[src/sra_pkg.sv]
// Shared constants and types for the stack region allocator.
package sra_pkg;

    localparam int STACK_DEPTH = 64;
    localparam int ALIGN_BYTES = 32;

    localparam int STACK_AW = (STACK_DEPTH > 1) ? $clog2(STACK_DEPTH) : 1;
    localparam int CNT_W    = $clog2(STACK_DEPTH + 1);

    localparam int ADDR_W   = 26;
    localparam int BASE_W   = 25;
    localparam int LIMIT_W  = 7;
    localparam int STATUS_W = 3;
    localparam int CFG_IDX_W  = 2;
    localparam int CFG_DATA_W = 26;

    localparam logic [BASE_W-1:0]  BASE_RESET  = BASE_W'(32'h0000_4000);
    localparam logic [ADDR_W-1:0]  END_RESET   = ADDR_W'(32'd16 * 32'd1024 * 32'd1024);
    localparam logic [LIMIT_W-1:0] LIMIT_RESET = LIMIT_W'(64);

    typedef enum logic {
        CMD_ALLOC = 1'b0,
        CMD_FREE  = 1'b1
    } t_cmd;

    typedef enum logic [STATUS_W-1:0] {
        ST_OK      = 3'd0,
        ST_OFF     = 3'd1,
        ST_BADLEN  = 3'd2,
        ST_FULL    = 3'd3,
        ST_NOROOM  = 3'd4,
        ST_UNDER   = 3'd5,
        ST_CORRUPT = 3'd6
    } t_status;

    typedef enum logic [CFG_IDX_W-1:0] {
        REG_ENABLED     = 2'd0,
        REG_ARENA_BASE  = 2'd1,
        REG_ARENA_END   = 2'd2,
        REG_ENTRY_LIMIT = 2'd3
    } t_reg_idx;

endpackage

[src/sra_ifs.sv]
// Channel interfaces: request, response and configuration write.
interface sra_req_if;
    logic                          valid;
    logic                          ready;
    logic                          command;
    logic [sra_pkg::ADDR_W-1:0]    request_length;

    modport source (output valid, command, request_length, input ready);
    modport sink   (input valid, command, request_length, output ready);
endinterface

interface sra_rsp_if;
    logic                          valid;
    logic                          ready;
    logic [sra_pkg::ADDR_W-1:0]    address;
    logic [sra_pkg::ADDR_W-1:0]    released_length;
    logic [sra_pkg::STATUS_W-1:0]  status;

    modport source (output valid, address, released_length, status, input ready);
    modport sink   (input valid, address, released_length, status, output ready);
endinterface

interface sra_cfg_if;
    logic                            valid;
    logic                            ready;
    logic [sra_pkg::CFG_IDX_W-1:0]   index;
    logic [sra_pkg::CFG_DATA_W-1:0]  data;

    modport source (output valid, index, data, input ready);
    modport sink   (input valid, index, data, output ready);
endinterface

[src/sra_ram.sv]
// Generic single-write, single-read synchronous RAM with registered read data.
module sra_ram #(
    parameter int WIDTH = 8,
    parameter int DEPTH = 16
) (
    input  logic                                    i_clk,
    input  logic                                    i_we,
    input  logic [((DEPTH > 1) ? $clog2(DEPTH) : 1)-1:0] i_waddr,
    input  logic [WIDTH-1:0]                        i_wdata,
    input  logic [((DEPTH > 1) ? $clog2(DEPTH) : 1)-1:0] i_raddr,
    output logic [WIDTH-1:0]                        o_rdata
);

    logic [WIDTH-1:0] r_mem [DEPTH];
    logic [WIDTH-1:0] r_rdata;

    always_ff @(posedge i_clk) begin
        if (i_we) begin
            r_mem[i_waddr] <= i_wdata;
        end
        r_rdata <= r_mem[i_raddr];
    end

    assign o_rdata = r_rdata;

endmodule

[src/stack_region_allocator_unit.sv]
// Stack region allocator top level: LIFO region allocation over a length stack in RAM.
//
//  channel | modport | transaction carries
//  i_req   | sink    | command, request_length
//  o_rsp   | source  | address, released_length, status
//  i_cfg   | sink    | index, data (register write)
//
// A request is accepted in S_IDLE during the length-stack RAM read; S_EXEC
// then checks, updates state and writes the RAM back. One request is in flight at a time.
// Synchronous active-low reset; the length stack holds no reset value.
// A finished response waits in the output register; a new request is taken
// while it waits, and stalls in S_EXEC only if the register is full and not being read.
// A pending register write holds off the request channel for that cycle.
module stack_region_allocator_unit (
    input  logic         i_clk,
    input  logic         i_rst_n,
    sra_req_if.sink      i_req,
    sra_rsp_if.source    o_rsp,
    sra_cfg_if.sink      i_cfg
);

    typedef enum logic {
        S_IDLE = 1'b0,
        S_EXEC = 1'b1
    } t_state;

    localparam int AW  = sra_pkg::ADDR_W;
    localparam int SAW = sra_pkg::STACK_AW;
    localparam int CW  = sra_pkg::CNT_W;

    t_state                        r_state;
    logic                          r_enabled;
    logic [sra_pkg::BASE_W-1:0]    r_base;
    logic [AW-1:0]                 r_end;
    logic [sra_pkg::LIMIT_W-1:0]   r_limit;
    logic [AW-1:0]                 r_top;
    logic [CW-1:0]                 r_used;
    sra_pkg::t_cmd                 r_cmd;
    logic [AW-1:0]                 r_len;

    logic                          r_out_valid;
    logic [AW-1:0]                 r_out_addr;
    logic [AW-1:0]                 r_out_rel;
    sra_pkg::t_status              r_out_status;

    logic                          req_acc;
    logic                          cfg_acc;
    logic                          slot_free;
    logic                          finish;
    logic [AW-1:0]                 rd_len;
    logic [AW-1:0]                 base_ext;
    logic [AW-1:0]                 used_space;
    logic [AW-1:0]                 room;
    logic                          lim_below;
    logic                          full;
    sra_pkg::t_status              res_status;
    logic [AW-1:0]                 res_addr;
    logic [AW-1:0]                 res_rel;
    logic                          push_ok;
    logic                          pop_ok;
    logic [SAW-1:0]                rd_addr;

    assign i_req.ready = (r_state == S_IDLE) && !i_cfg.valid;
    assign i_cfg.ready = (r_state == S_IDLE);
    assign req_acc     = i_req.valid && i_req.ready;
    assign cfg_acc     = i_cfg.valid && i_cfg.ready;
    assign slot_free   = !r_out_valid || o_rsp.ready;
    assign finish      = (r_state == S_EXEC) && slot_free;

    assign o_rsp.valid           = r_out_valid;
    assign o_rsp.address         = r_out_addr;
    assign o_rsp.released_length = r_out_rel;
    assign o_rsp.status          = r_out_status;

    assign rd_addr = SAW'(r_used - CW'(1));

    sra_ram #(
        .WIDTH (AW),
        .DEPTH (sra_pkg::STACK_DEPTH)
    ) u_stack (
        .i_clk   (i_clk),
        .i_we    (finish && push_ok),
        .i_waddr (SAW'(r_used)),
        .i_wdata (r_len),
        .i_raddr (rd_addr),
        .o_rdata (rd_len)
    );

    assign base_ext   = AW'(r_base);
    assign used_space = r_top - base_ext;
    assign room       = r_end - r_top;
    assign lim_below  = 32'(r_limit) < 32'(sra_pkg::STACK_DEPTH);
    assign full       = lim_below ? (32'(r_used) >= 32'(r_limit))
                                  : (32'(r_used) >= 32'(sra_pkg::STACK_DEPTH));

    always_comb begin
        res_status = sra_pkg::ST_OK;
        res_addr   = '0;
        res_rel    = '0;
        push_ok    = 1'b0;
        pop_ok     = 1'b0;
        if (!r_enabled) begin
            res_status = sra_pkg::ST_OFF;
        end else if (r_cmd == sra_pkg::CMD_ALLOC) begin
            if (r_len == '0 || (r_len % sra_pkg::ALIGN_BYTES) != '0) begin
                res_status = sra_pkg::ST_BADLEN;
            end else if (full) begin
                res_status = sra_pkg::ST_FULL;
            end else if (r_top > r_end || r_len > room) begin
                res_status = sra_pkg::ST_NOROOM;
            end else begin
                res_addr = r_top;
                push_ok  = 1'b1;
            end
        end else begin
            if (r_used == '0 || r_top <= base_ext) begin
                res_status = sra_pkg::ST_UNDER;
            end else if (rd_len > used_space) begin
                res_status = sra_pkg::ST_CORRUPT;
            end else begin
                res_addr = r_top - rd_len;
                res_rel  = rd_len;
                pop_ok   = 1'b1;
            end
        end
    end

    always_ff @(posedge i_clk) begin
        if (!i_rst_n) begin
            r_state      <= S_IDLE;
            r_enabled    <= 1'b0;
            r_base       <= sra_pkg::BASE_RESET;
            r_end        <= sra_pkg::END_RESET;
            r_limit      <= sra_pkg::LIMIT_RESET;
            r_top        <= AW'(sra_pkg::BASE_RESET);
            r_used       <= '0;
            r_out_valid  <= 1'b0;
            r_out_status <= sra_pkg::ST_OK;
        end else begin
            if (r_out_valid && o_rsp.ready) begin
                r_out_valid <= 1'b0;
            end
            if (cfg_acc) begin
                unique case (sra_pkg::t_reg_idx'(i_cfg.index))
                    sra_pkg::REG_ENABLED: begin
                        if (i_cfg.data[0] && !r_enabled) begin
                            r_top  <= base_ext;
                            r_used <= '0;
                        end
                        r_enabled <= i_cfg.data[0];
                    end
                    sra_pkg::REG_ARENA_BASE:  r_base  <= i_cfg.data[sra_pkg::BASE_W-1:0];
                    sra_pkg::REG_ARENA_END:   r_end   <= i_cfg.data[AW-1:0];
                    sra_pkg::REG_ENTRY_LIMIT: r_limit <= i_cfg.data[sra_pkg::LIMIT_W-1:0];
                    default: ;
                endcase
            end
            unique case (r_state)
                S_IDLE: begin
                    if (req_acc) begin
                        r_cmd   <= sra_pkg::t_cmd'(i_req.command);
                        r_len   <= i_req.request_length;
                        r_state <= S_EXEC;
                    end
                end
                S_EXEC: begin
                    if (slot_free) begin
                        r_out_valid  <= 1'b1;
                        r_out_addr   <= res_addr;
                        r_out_rel    <= res_rel;
                        r_out_status <= res_status;
                        if (push_ok) begin
                            r_used <= r_used + CW'(1);
                            r_top  <= r_top + r_len;
                        end else if (pop_ok) begin
                            r_used <= r_used - CW'(1);
                            r_top  <= res_addr;
                        end
                        r_state <= S_IDLE;
                    end
                end
                default: r_state <= S_IDLE;
            endcase
        end
    end

    a_used_bound: assert property (@(posedge i_clk) disable iff (!i_rst_n)
        32'(r_used) <= 32'(sra_pkg::STACK_DEPTH))
        else $error("entry count beyond stack depth");

    a_accept_exec: assert property (@(posedge i_clk) disable iff (!i_rst_n)
        req_acc |=> (r_state == S_EXEC))
        else $error("accepted request did not enter execute");

    a_fail_zero: assert property (@(posedge i_clk) disable iff (!i_rst_n)
        (r_out_valid && r_out_status != sra_pkg::ST_OK) |->
            (r_out_addr == '0 && r_out_rel == '0))
        else $error("failed response carries nonzero payload");

    a_idle_hold: assert property (@(posedge i_clk) disable iff (!i_rst_n)
        (r_state == S_IDLE && !cfg_acc) |=> ($stable(r_used) && $stable(r_top)))
        else $error("allocator state changed without a transaction");

    a_free_len: assert property (@(posedge i_clk) disable iff (!i_rst_n)
        (finish && pop_ok) |-> (rd_len != '0))
        else $error("popped a zero length");

endmodule

[src/flat_wrapper.sv]
// flat-port wrapper written by rule: the top's interface ports become plain ports
module stack_region_allocator_unit_flat 
  (i_clk, i_rst_n, i_req_valid, i_req_command, i_req_request_length, i_req_ready, o_rsp_valid, o_rsp_address, o_rsp_released_length, o_rsp_status, o_rsp_ready, i_cfg_valid, i_cfg_index, i_cfg_data, i_cfg_ready);
  sra_req_if i_req_i ();
  sra_rsp_if o_rsp_i ();
  sra_cfg_if i_cfg_i ();
  input  logic i_clk;
  input  logic i_rst_n;
  input wire logic [$bits(i_req_i.valid)-1:0] i_req_valid;
  input wire logic [$bits(i_req_i.command)-1:0] i_req_command;
  input wire logic [$bits(i_req_i.request_length)-1:0] i_req_request_length;
  output wire logic [$bits(i_req_i.ready)-1:0] i_req_ready;
  output wire logic [$bits(o_rsp_i.valid)-1:0] o_rsp_valid;
  output wire logic [$bits(o_rsp_i.address)-1:0] o_rsp_address;
  output wire logic [$bits(o_rsp_i.released_length)-1:0] o_rsp_released_length;
  output wire logic [$bits(o_rsp_i.status)-1:0] o_rsp_status;
  input wire logic [$bits(o_rsp_i.ready)-1:0] o_rsp_ready;
  input wire logic [$bits(i_cfg_i.valid)-1:0] i_cfg_valid;
  input wire logic [$bits(i_cfg_i.index)-1:0] i_cfg_index;
  input wire logic [$bits(i_cfg_i.data)-1:0] i_cfg_data;
  output wire logic [$bits(i_cfg_i.ready)-1:0] i_cfg_ready;
  assign i_req_i.valid = i_req_valid;
  assign i_req_i.command = i_req_command;
  assign i_req_i.request_length = i_req_request_length;
  assign i_req_ready = i_req_i.ready;
  assign o_rsp_valid = o_rsp_i.valid;
  assign o_rsp_address = o_rsp_i.address;
  assign o_rsp_released_length = o_rsp_i.released_length;
  assign o_rsp_status = o_rsp_i.status;
  assign o_rsp_i.ready = o_rsp_ready;
  assign i_cfg_i.valid = i_cfg_valid;
  assign i_cfg_i.index = i_cfg_index;
  assign i_cfg_i.data = i_cfg_data;
  assign i_cfg_ready = i_cfg_i.ready;
  stack_region_allocator_unit u_core (.i_clk(i_clk), .i_rst_n(i_rst_n), .i_req(i_req_i), .o_rsp(o_rsp_i), .i_cfg(i_cfg_i));
endmodule
[config.mk]
export PLATFORM = sky130hd
export DESIGN_NAME = stack_region_allocator_unit_flat
export DESIGN_NICKNAME = d
export VERILOG_FILES = /design/src/sra_pkg.sv /design/src/sra_ifs.sv /design/src/sra_ram.sv /design/src/stack_region_allocator_unit.sv /design/src/flat_wrapper.sv
export SDC_FILE = /design/constraint.sdc
export NUM_CORES = 2
export LEC_CHECK = 0
export BUFFER_PORTS_ARGS = -buffer_cell sky130_fd_sc_hd__buf_2
export CAP_MARGIN = 20
export CELL_PAD_IN_SITES_DETAIL_PLACEMENT = 0
export CELL_PAD_IN_SITES_GLOBAL_PLACEMENT = 1
export CORE_UTILIZATION = 55
export CTS_BUF_LIST = sky130_fd_sc_hd__clkbuf_8
export DETAILED_ROUTE_END_ITERATION = 10
export GPL_ROUTABILITY_DRIVEN = 0
export PLACE_DENSITY = 0.77
export SYNTH_ARGS = -nofsm -noshare
export SYNTH_HDL_FRONTEND = slang
export SYNTH_SLANG_ARGS = --single-unit
export TNS_END_PERCENT = 1
[constraint.sdc]
create_clock -name i_clk -period 8 [get_ports i_clk]
set_clock_uncertainty 0.1 [all_clocks]
set_input_delay 0.4 -clock i_clk [delete_from_list [all_inputs] [get_ports i_clk]]
set_output_delay 0.4 -clock i_clk [all_outputs]
set_load 0.01 [all_outputs]
== After elaboration in Yosys (flattened, before gate mapping) ==
Memories as Yosys holds them, arrays and structs flattened. A register that Yosys moved wholly into a read port is not among the register bits.
Index checks and enable logic that the tools add are counted.

* Muxes and demuxes: 46
* $add $sub $neg: 6
* Bitwise logic cells: 3
* Order comparisons: 7
* Equal/unequal tests: 3
* Reductions and logical operators: 26

{| class="wikitable"
|+ Operators by type and width
! cell !! number
|-
| 26-bit two-way mux || 14
|-
| 26-bit > comparator || 3
|-
| 26-bit subtractor || 2
|-
| 7-bit two-way mux || 7
|-
| 32-bit nonzero test || 1
|-
| 26-bit adder || 1
|-
| 26-bit by 25-bit <= comparator with 1-bit output || 1
|-
| 26-bit logical NOT || 1
|-
| 26-bit by 25-bit subtractor with 26-bit output || 1
|-
| 3-bit two-way mux || 7
|-
| 1-bit two-way mux || 17
|-
| 2-bit AND reduction || 5
|-
| 7-bit by 1-bit adder with 7-bit output (second input constant) || 1
|-
| 7-bit >= comparator || 1
|-
| 7-bit >= comparator (second input constant) || 1
|-
| 1-bit logical AND || 7
|-
| 7-bit logical NOT || 1
|-
| 7-bit less-than comparator (second input constant) || 1
|-
| 7-bit by 1-bit subtractor with 7-bit output (second input constant) || 1
|-
| 3-bit AND reduction || 2
|-
| 2-bit == test (second input constant) || 2
|-
| 1-bit logical OR || 4
|-
| 4-bit OR reduction || 1
|-
| 1-bit logical NOT || 3
|-
| other kinds (4) || 6
|}

* Input port bits: 60
* Flip-flop bits (word level): 176
* Bits in writable memories: 1664
* Memories: 1
* Word-level logic and storage cells: 105

{| class="wikitable"
|+ Memory list
! memory !! words !! bits a word !! read ports !! clocked after Yosys merged registers in !! write ports !! line !! source
|-
| u_core.u_stack.r_mem || 64 || 26 || 1 || 1 || 1 || sra_ram.sv:14 || <nowiki>logic [WIDTH-1:0] r_mem [DEPTH];</nowiki>
|}

== Longest topological paths before layout ==
* Depth after elaboration: 12
* Gate-level depth with buffers: 27

== By module ==
A second synthesis with hierarchy kept.

* Cells, all modules: 4433
* Area total of the unflattened synthesis: 77717.0 sq um

{| class="wikitable"
|+ Modules (own cells, without submodules)
! module !! cells each !! instances !! area each (sq um)
|-
| sra_ram || 2841 || 1 || 64182.8
|-
| stack_region_allocator_unit || 1592 || 1 || 13534.2
|}

== Least setup slack after synthesis ==
Ideal clock, no wire load.

* Path kind: flip-flop to flip-flop
* Start point: register u_core.r_top[1]
* End point: memory u_core.u_stack.r_mem[30][0] (netlist name) (enable)
* Path slack: 1.908 ns
* Required time: 7.491 ns
* Arrival: 5.583 ns
* Stages on the path, launching flop included: 23
* Setup time: 0.409 ns
* Period minus slack after synthesis: 6.092 ns
* Cell sequence: dfxtp_1 > inv_1 > ha_1 > nor2b_1 > o21ai_0 > a21boi_0 > o2111ai_1 > a21oi_1 > o31ai_1 > a21oi_1 > a21o_1 > a21oi_1 > xor2_1 > ha_1 > a21oi_1 > a21oi_1 > a2111oi_0 > o211a_1 > o2111a_2 > nand2_1 > nor2_1 > nand3_1 > nor2_1

* Longest elaborated chain between the ends: 11
* Elaborated cells on any way between the ends: 12

{| class="wikitable"
|+ RTL lines
! what !! line !! source
|-
| from (decl) || stack_region_allocator_unit.sv:36 || <nowiki>logic [AW-1:0] r_top;</nowiki>
|-
| from (signal assigned) || stack_region_allocator_unit.sv:135 || <nowiki>r_top <= AW'(sra_pkg::BASE_RESET);</nowiki>
|-
| from (signal assigned) || stack_region_allocator_unit.sv:147 || <nowiki>r_top <= base_ext;</nowiki>
|-
| from (signal assigned) || stack_region_allocator_unit.sv:174 || <nowiki>r_top <= r_top + r_len;</nowiki>
|-
| 26-bit subtractor || stack_region_allocator_unit.sv:91 || <nowiki>assign room = r_end - r_top;</nowiki>
|-
| 26-bit > comparator || stack_region_allocator_unit.sv:109 || <nowiki>end else if (r_top > r_end || r_len > room) begin</nowiki>
|-
| 1-bit logical OR (*) || stack_region_allocator_unit.sv:109 ||
|-
| 1-bit two-way mux (*) || stack_region_allocator_unit.sv:109 ||
|-
| 1-bit two-way mux (*) || stack_region_allocator_unit.sv:107 || <nowiki>end else if (full) begin</nowiki>
|-
| 1-bit two-way mux (*) || stack_region_allocator_unit.sv:105 || <nowiki>if (r_len == '0 || (r_len % sra_pkg::ALIGN_BYTES) != '0) begin</nowiki>
|-
| 1-bit two-way mux (*) || stack_region_allocator_unit.sv:104 || <nowiki>end else if (r_cmd == sra_pkg::CMD_ALLOC) begin</nowiki>
|-
| 1-bit two-way mux (*) || stack_region_allocator_unit.sv:102 || <nowiki>if (!r_enabled) begin</nowiki>
|-
| 1-bit logical AND (*) || stack_region_allocator_unit.sv:82 || <nowiki>.i_we (finish && push_ok),</nowiki>
|-
| 1-bit two-way mux (*) || sra_ram.sv:18 || <nowiki>if (i_we) begin</nowiki>
|-
| 1-bit two-way mux (not written as such) (*) || sra_ram.sv:19 || <nowiki>r_mem[i_waddr] <= i_wdata;</nowiki>
|-
| to (decl) || sra_ram.sv:14 ||
|}

Mark *: on every way between the ends. The rest lies on a longest branch, timed or not.

== Worst setup path in the final report ==
* Start point: register u_core.r_top[1]
* End point: memory u_core.u_stack.r_mem[1][20] (netlist name) (enable)

The elaborated chain is that of the path after synthesis.

==> results.json <==
{
  "dpl.hpwl_um": 128000,
  "fin_crit_ns": 7.27,
  "synth_area_leader_cell": "edfxtp_1",
  "final_nets": 4763,
  "cp.required_ns": 8.57,
  "powerDensity_nw_per_um2": 270,
  "ys_seq_area_frac": 0.710,
  "post_cts_resized": 0,
  "clk_pin_slew_worst_paths_ns": 0.07,
  "cts_buffers": 314,
  "synth_edf_count": 1743,
  "slew_headroom": 0.249,
  "cts_tree": "yes",
  "drc": 0,
  "cts.sinks": 1866,
  "hold_viol": 0,
  "dieArea_um2": 142000,
  "netlist_top_cells_area": "edfxtp_1 68%, mux4_2 16%, dfxtp_1 3.2%",
  "grt_pass1_vias": 41500,
  "cp_num_cells": 24,
  "antenna_found_initial": 14,
  "endpoint_kind": "flop",
  "cp_top_family": "simple AND/OR/NAND/NOR gates",
  "drv_cap": 0,
  "crit_type": "flop to flop",
  "cts_max_path_buffers": 4,
  "seqPwrFrac": 0.456,
  "via_per_inst": 6.34,
  "grt_pass1_wl_um": 297000,
  "wirelength_um": 208000,
  "critPathBufInv": 4,
  "cts_htree_levels": 5,
  "root_buffer": "clkbuf_8",
  "drtIter0Drc": 5245,
  "initial_core_util": 0.554,
  "synthArstFlopShare": 0,
  "setup_tns_ns": 0,
  "syn_inst": 4064,
  "drive_gt1_frac": 0.266,
  "worstRegToRegCells": 24,
  "track_usage": 0.298,
  "synth_fp_nets": 4291,
  "p_clk_frac": 0.328,
  "critical_path.max_fanout": 14,
  "arrival_ns": 7.83,
  "drtAntennaViolNets": 0,
  "max_freq_ghz": 0.138,
  "utilization": 0.630,
  "grt_max_degree": 114,
  "ys_ff_latch": 1866,
  "syn_avg_cell_area_um2": 19.0,
  "slew_viol_final": 0,
  "synth_top_area_share": 0.678,
  "whs_ns": 0.0754,
  "slowest_delay_ns": 0.62,
  "power.leakage_uw": 0.0287,
  "ys.flop_type": "edfxtp_1",
  "path_cells": "inv_1, ha_1, nor2b_1, o21ai_0, a21boi_0, o211ai_1, a21oi_1, a211oi_1, o31ai_1, o211ai_1, a21oi_1, xnor2_1, ha_1, nand4_1, nor4_1, inv_1, nor4_1, o2111a_2, nand2_1, nor2_1, buf_4, nand2_1, nor2_4, buf_12",
  "clock_latency_ns": 1.02,
  "rsz0062_at_grt": "no",
  "hold_path_depth": 2,
  "hold_path.class": "input pin to flop",
  "p_sw_frac": 0.290,
  "tightestPinTransition_ns": 1.13,
  "comb_power_share": 0.215,
  "dr.pass1.iters": 5,
  "p_sw_uw": 6880,
  "synth_cell_types": 78,
  "vdd_drop_max_mv": 0.281,
  "die_y_um": 377,
  "run_status": "finished, final reports clean",
  "core_area_um2": 139000,
  "vias": 42000,
  "num_rows": 137,
  "wire_per_inst_um": 31.4,
  "die_w_um": 377,
  "post-route-period-util": 0.908,
  "yosys_warnings": 0,
  "io_buffer_count": 117,
  "finalSetupViolCount": 0,
  "overflow": 0,
  "start_kind": "flop",
  "intPower_uw": 16900,
  "syn_area_um2": 77200,
  "syn_to_final_growth_pct": 13.8,
  "critPathSlowestCell": "nor2_4",
  "io_pins": 118
}
==> cell usage in the layout, fill, tap and decap left out, drive strengths merged, types with 6 or more instances in the layout <==
master / n
a211o: 6
a211oi: 15
a21boi: 22
a21o: 51
a21oi: 167
a22o: 23
a31oi: 24
and2: 8
and3: 17
buf: 246
bufinv: 11
clkbuf: 328
clkinv: 82
clkinvlp: 8
dfxtp: 123
dlygate4sd3: 95
edfxtp: 1743
ha: 163
inv: 229
mux4: 546
nand2: 222
nand2b: 21
nand3: 36
nand4: 23
nor2: 164
nor2b: 21
nor3: 35
nor4: 11
o211ai: 19
o21a: 19
o21ai: 78
o21bai: 8
o221ai: 7
or2: 6
or3: 12
xnor2: 50
xor2: 45
==> through the flow <==
| stage | total power (uW) | setup WS, ns | cell area [um2] | instances |
|---|---|---|---|---|
| finish | 23700 | 0.734 | 87900 | 6636 |
| global route | 24400 | 0.298 | 87900 | 6634 |
| CTS | 23800 | 0.774 | 87800 | 6631 |
| detailed placement | 16100 | 0.828 | 81200 | 6000 |
| global placement | 16000 | 0.896 | 81100 | 5997 |
| floorplan | 14000 | 1.91 | 77200 | 4064 |
==> power groups by stage <==
stage / Combinational (uW) / Clock [uW] / Sequential (uW)
final: 5110 / 7800 / 10800
after global routing: 5300 / 8310 / 10800
after CTS: 5090 / 7910 / 10800
after detailed placement: 5050 / 0 / 11000
after global placement: 5010 / 0 / 11000
after floorplan: 2980 / 0 / 11000
==> repair_timing <==
action,4_1_cts,5_1_grt
hold endpoints to repair,117,0
hold buffers,95,0
setup buffers,0,0
==> layout make-up <==
class,instances,area (um2)
multi-input cells,1891,21800
repair buffers,341,2840
clock inverters,208,1130
diodes,4,10.0
fillers,9530,51500
well taps,1876,2350
inverters,122,458
clock buffers,328,4510
flip-flops and latches,1866,54800
==> logic make-up after synthesis <==
group	synth area share
simple gates	0.0349
mux	0.159
flops	0.710
xor+xnor	0.0108
fa+ha+maj	0.0274
buf+inv	0.0163
compound gates	0.0417
==> cell usage after synthesis (6+ instances only) <==
cell / count
edfxtp_1: 1743
mux4_2: 546
nand2_1: 221
a21oi_1: 167
nor2_1: 164
ha_1: 163
dfxtp_1: 123
inv_1: 122
clkbuf_1: 103
o21ai_0: 73
buf_2: 55
a21o_1: 51
xnor2_1: 50
xor2_1: 45
nand3_1: 35
nor3_1: 35
a31oi_1: 24
a22o_1: 23
a21boi_0: 22
nand2b_1: 21
nand4_1: 21
nor2b_1: 21
buf_1: 20
o21a_1: 19
o211ai_1: 18
and3_1: 16
a211oi_1: 15
or3_1: 12
nor4_1: 11
and2_1: 8
o21bai_1: 8
o221ai_1: 7
a211o_1: 6
or2_2: 6
==> worst reg2reg max path: stages, from the launching register on <==
cell and delay (ns):
dfxtp_1 0.55, inv_1 0.22, ha_1 0.32, nor2b_1 0.12, o21ai_0 0.11, a21boi_0 0.49, o211ai_1 0.19, a21oi_1 0.26
a211oi_1 0.18, o31ai_1 0.36, o211ai_1 0.12, a21oi_1 0.18, xnor2_1 0.10, ha_1 0.30, nand4_1 0.16, nor4_1 0.45
inv_1 0.10, nor4_1 0.30, o2111a_2 0.47, nand2_1 0.16, nor2_1 0.14, buf_4 0.22, nand2_1 0.47, nor2_4 0.63
buf_12 0.25
==> per-layer routing <==
metal  GRT usage  share of wire  wire (um)  up-vias
met3      0.0611          0.090      18700      430
li1            -              -          -    17600
met4       0.135          0.045       9350       12
met1       0.412           0.39      81100    21700
met5           0        0.00037         76        -
met2       0.461           0.48      98900     2255
==> flip-flops by register name (all words and copies together) (netlist names), 3 cells and up <==
register and count:
u_core.u_stack.r_mem 1664, u_core.o_rsp.address 26, u_core.o_rsp.released_length 26, u_core.r_end 26, u_core.r_len 26, u_core.r_top 26
u_core.u_stack.o_rdata 26, u_core.r_base 25, u_core.r_limit 7, u_core.r_used 7, u_core.o_rsp.status 3
==> final timing paths <==
kind,from,endpoint,slack (ns)
worst max-delay path,u_core.r_top[1],u_core.u_stack.r_mem[1][20],0.73
worst min-delay path,i_req_request_length[14],u_core.r_len[14],0.08
worst max register to register,u_core.r_top[1],u_core.u_stack.r_mem[1][20],0.73
worst min register to register,u_core.r_base[4],u_core.r_base[4],0.36
Note: power is estimated with default switching activity, not from simulation.
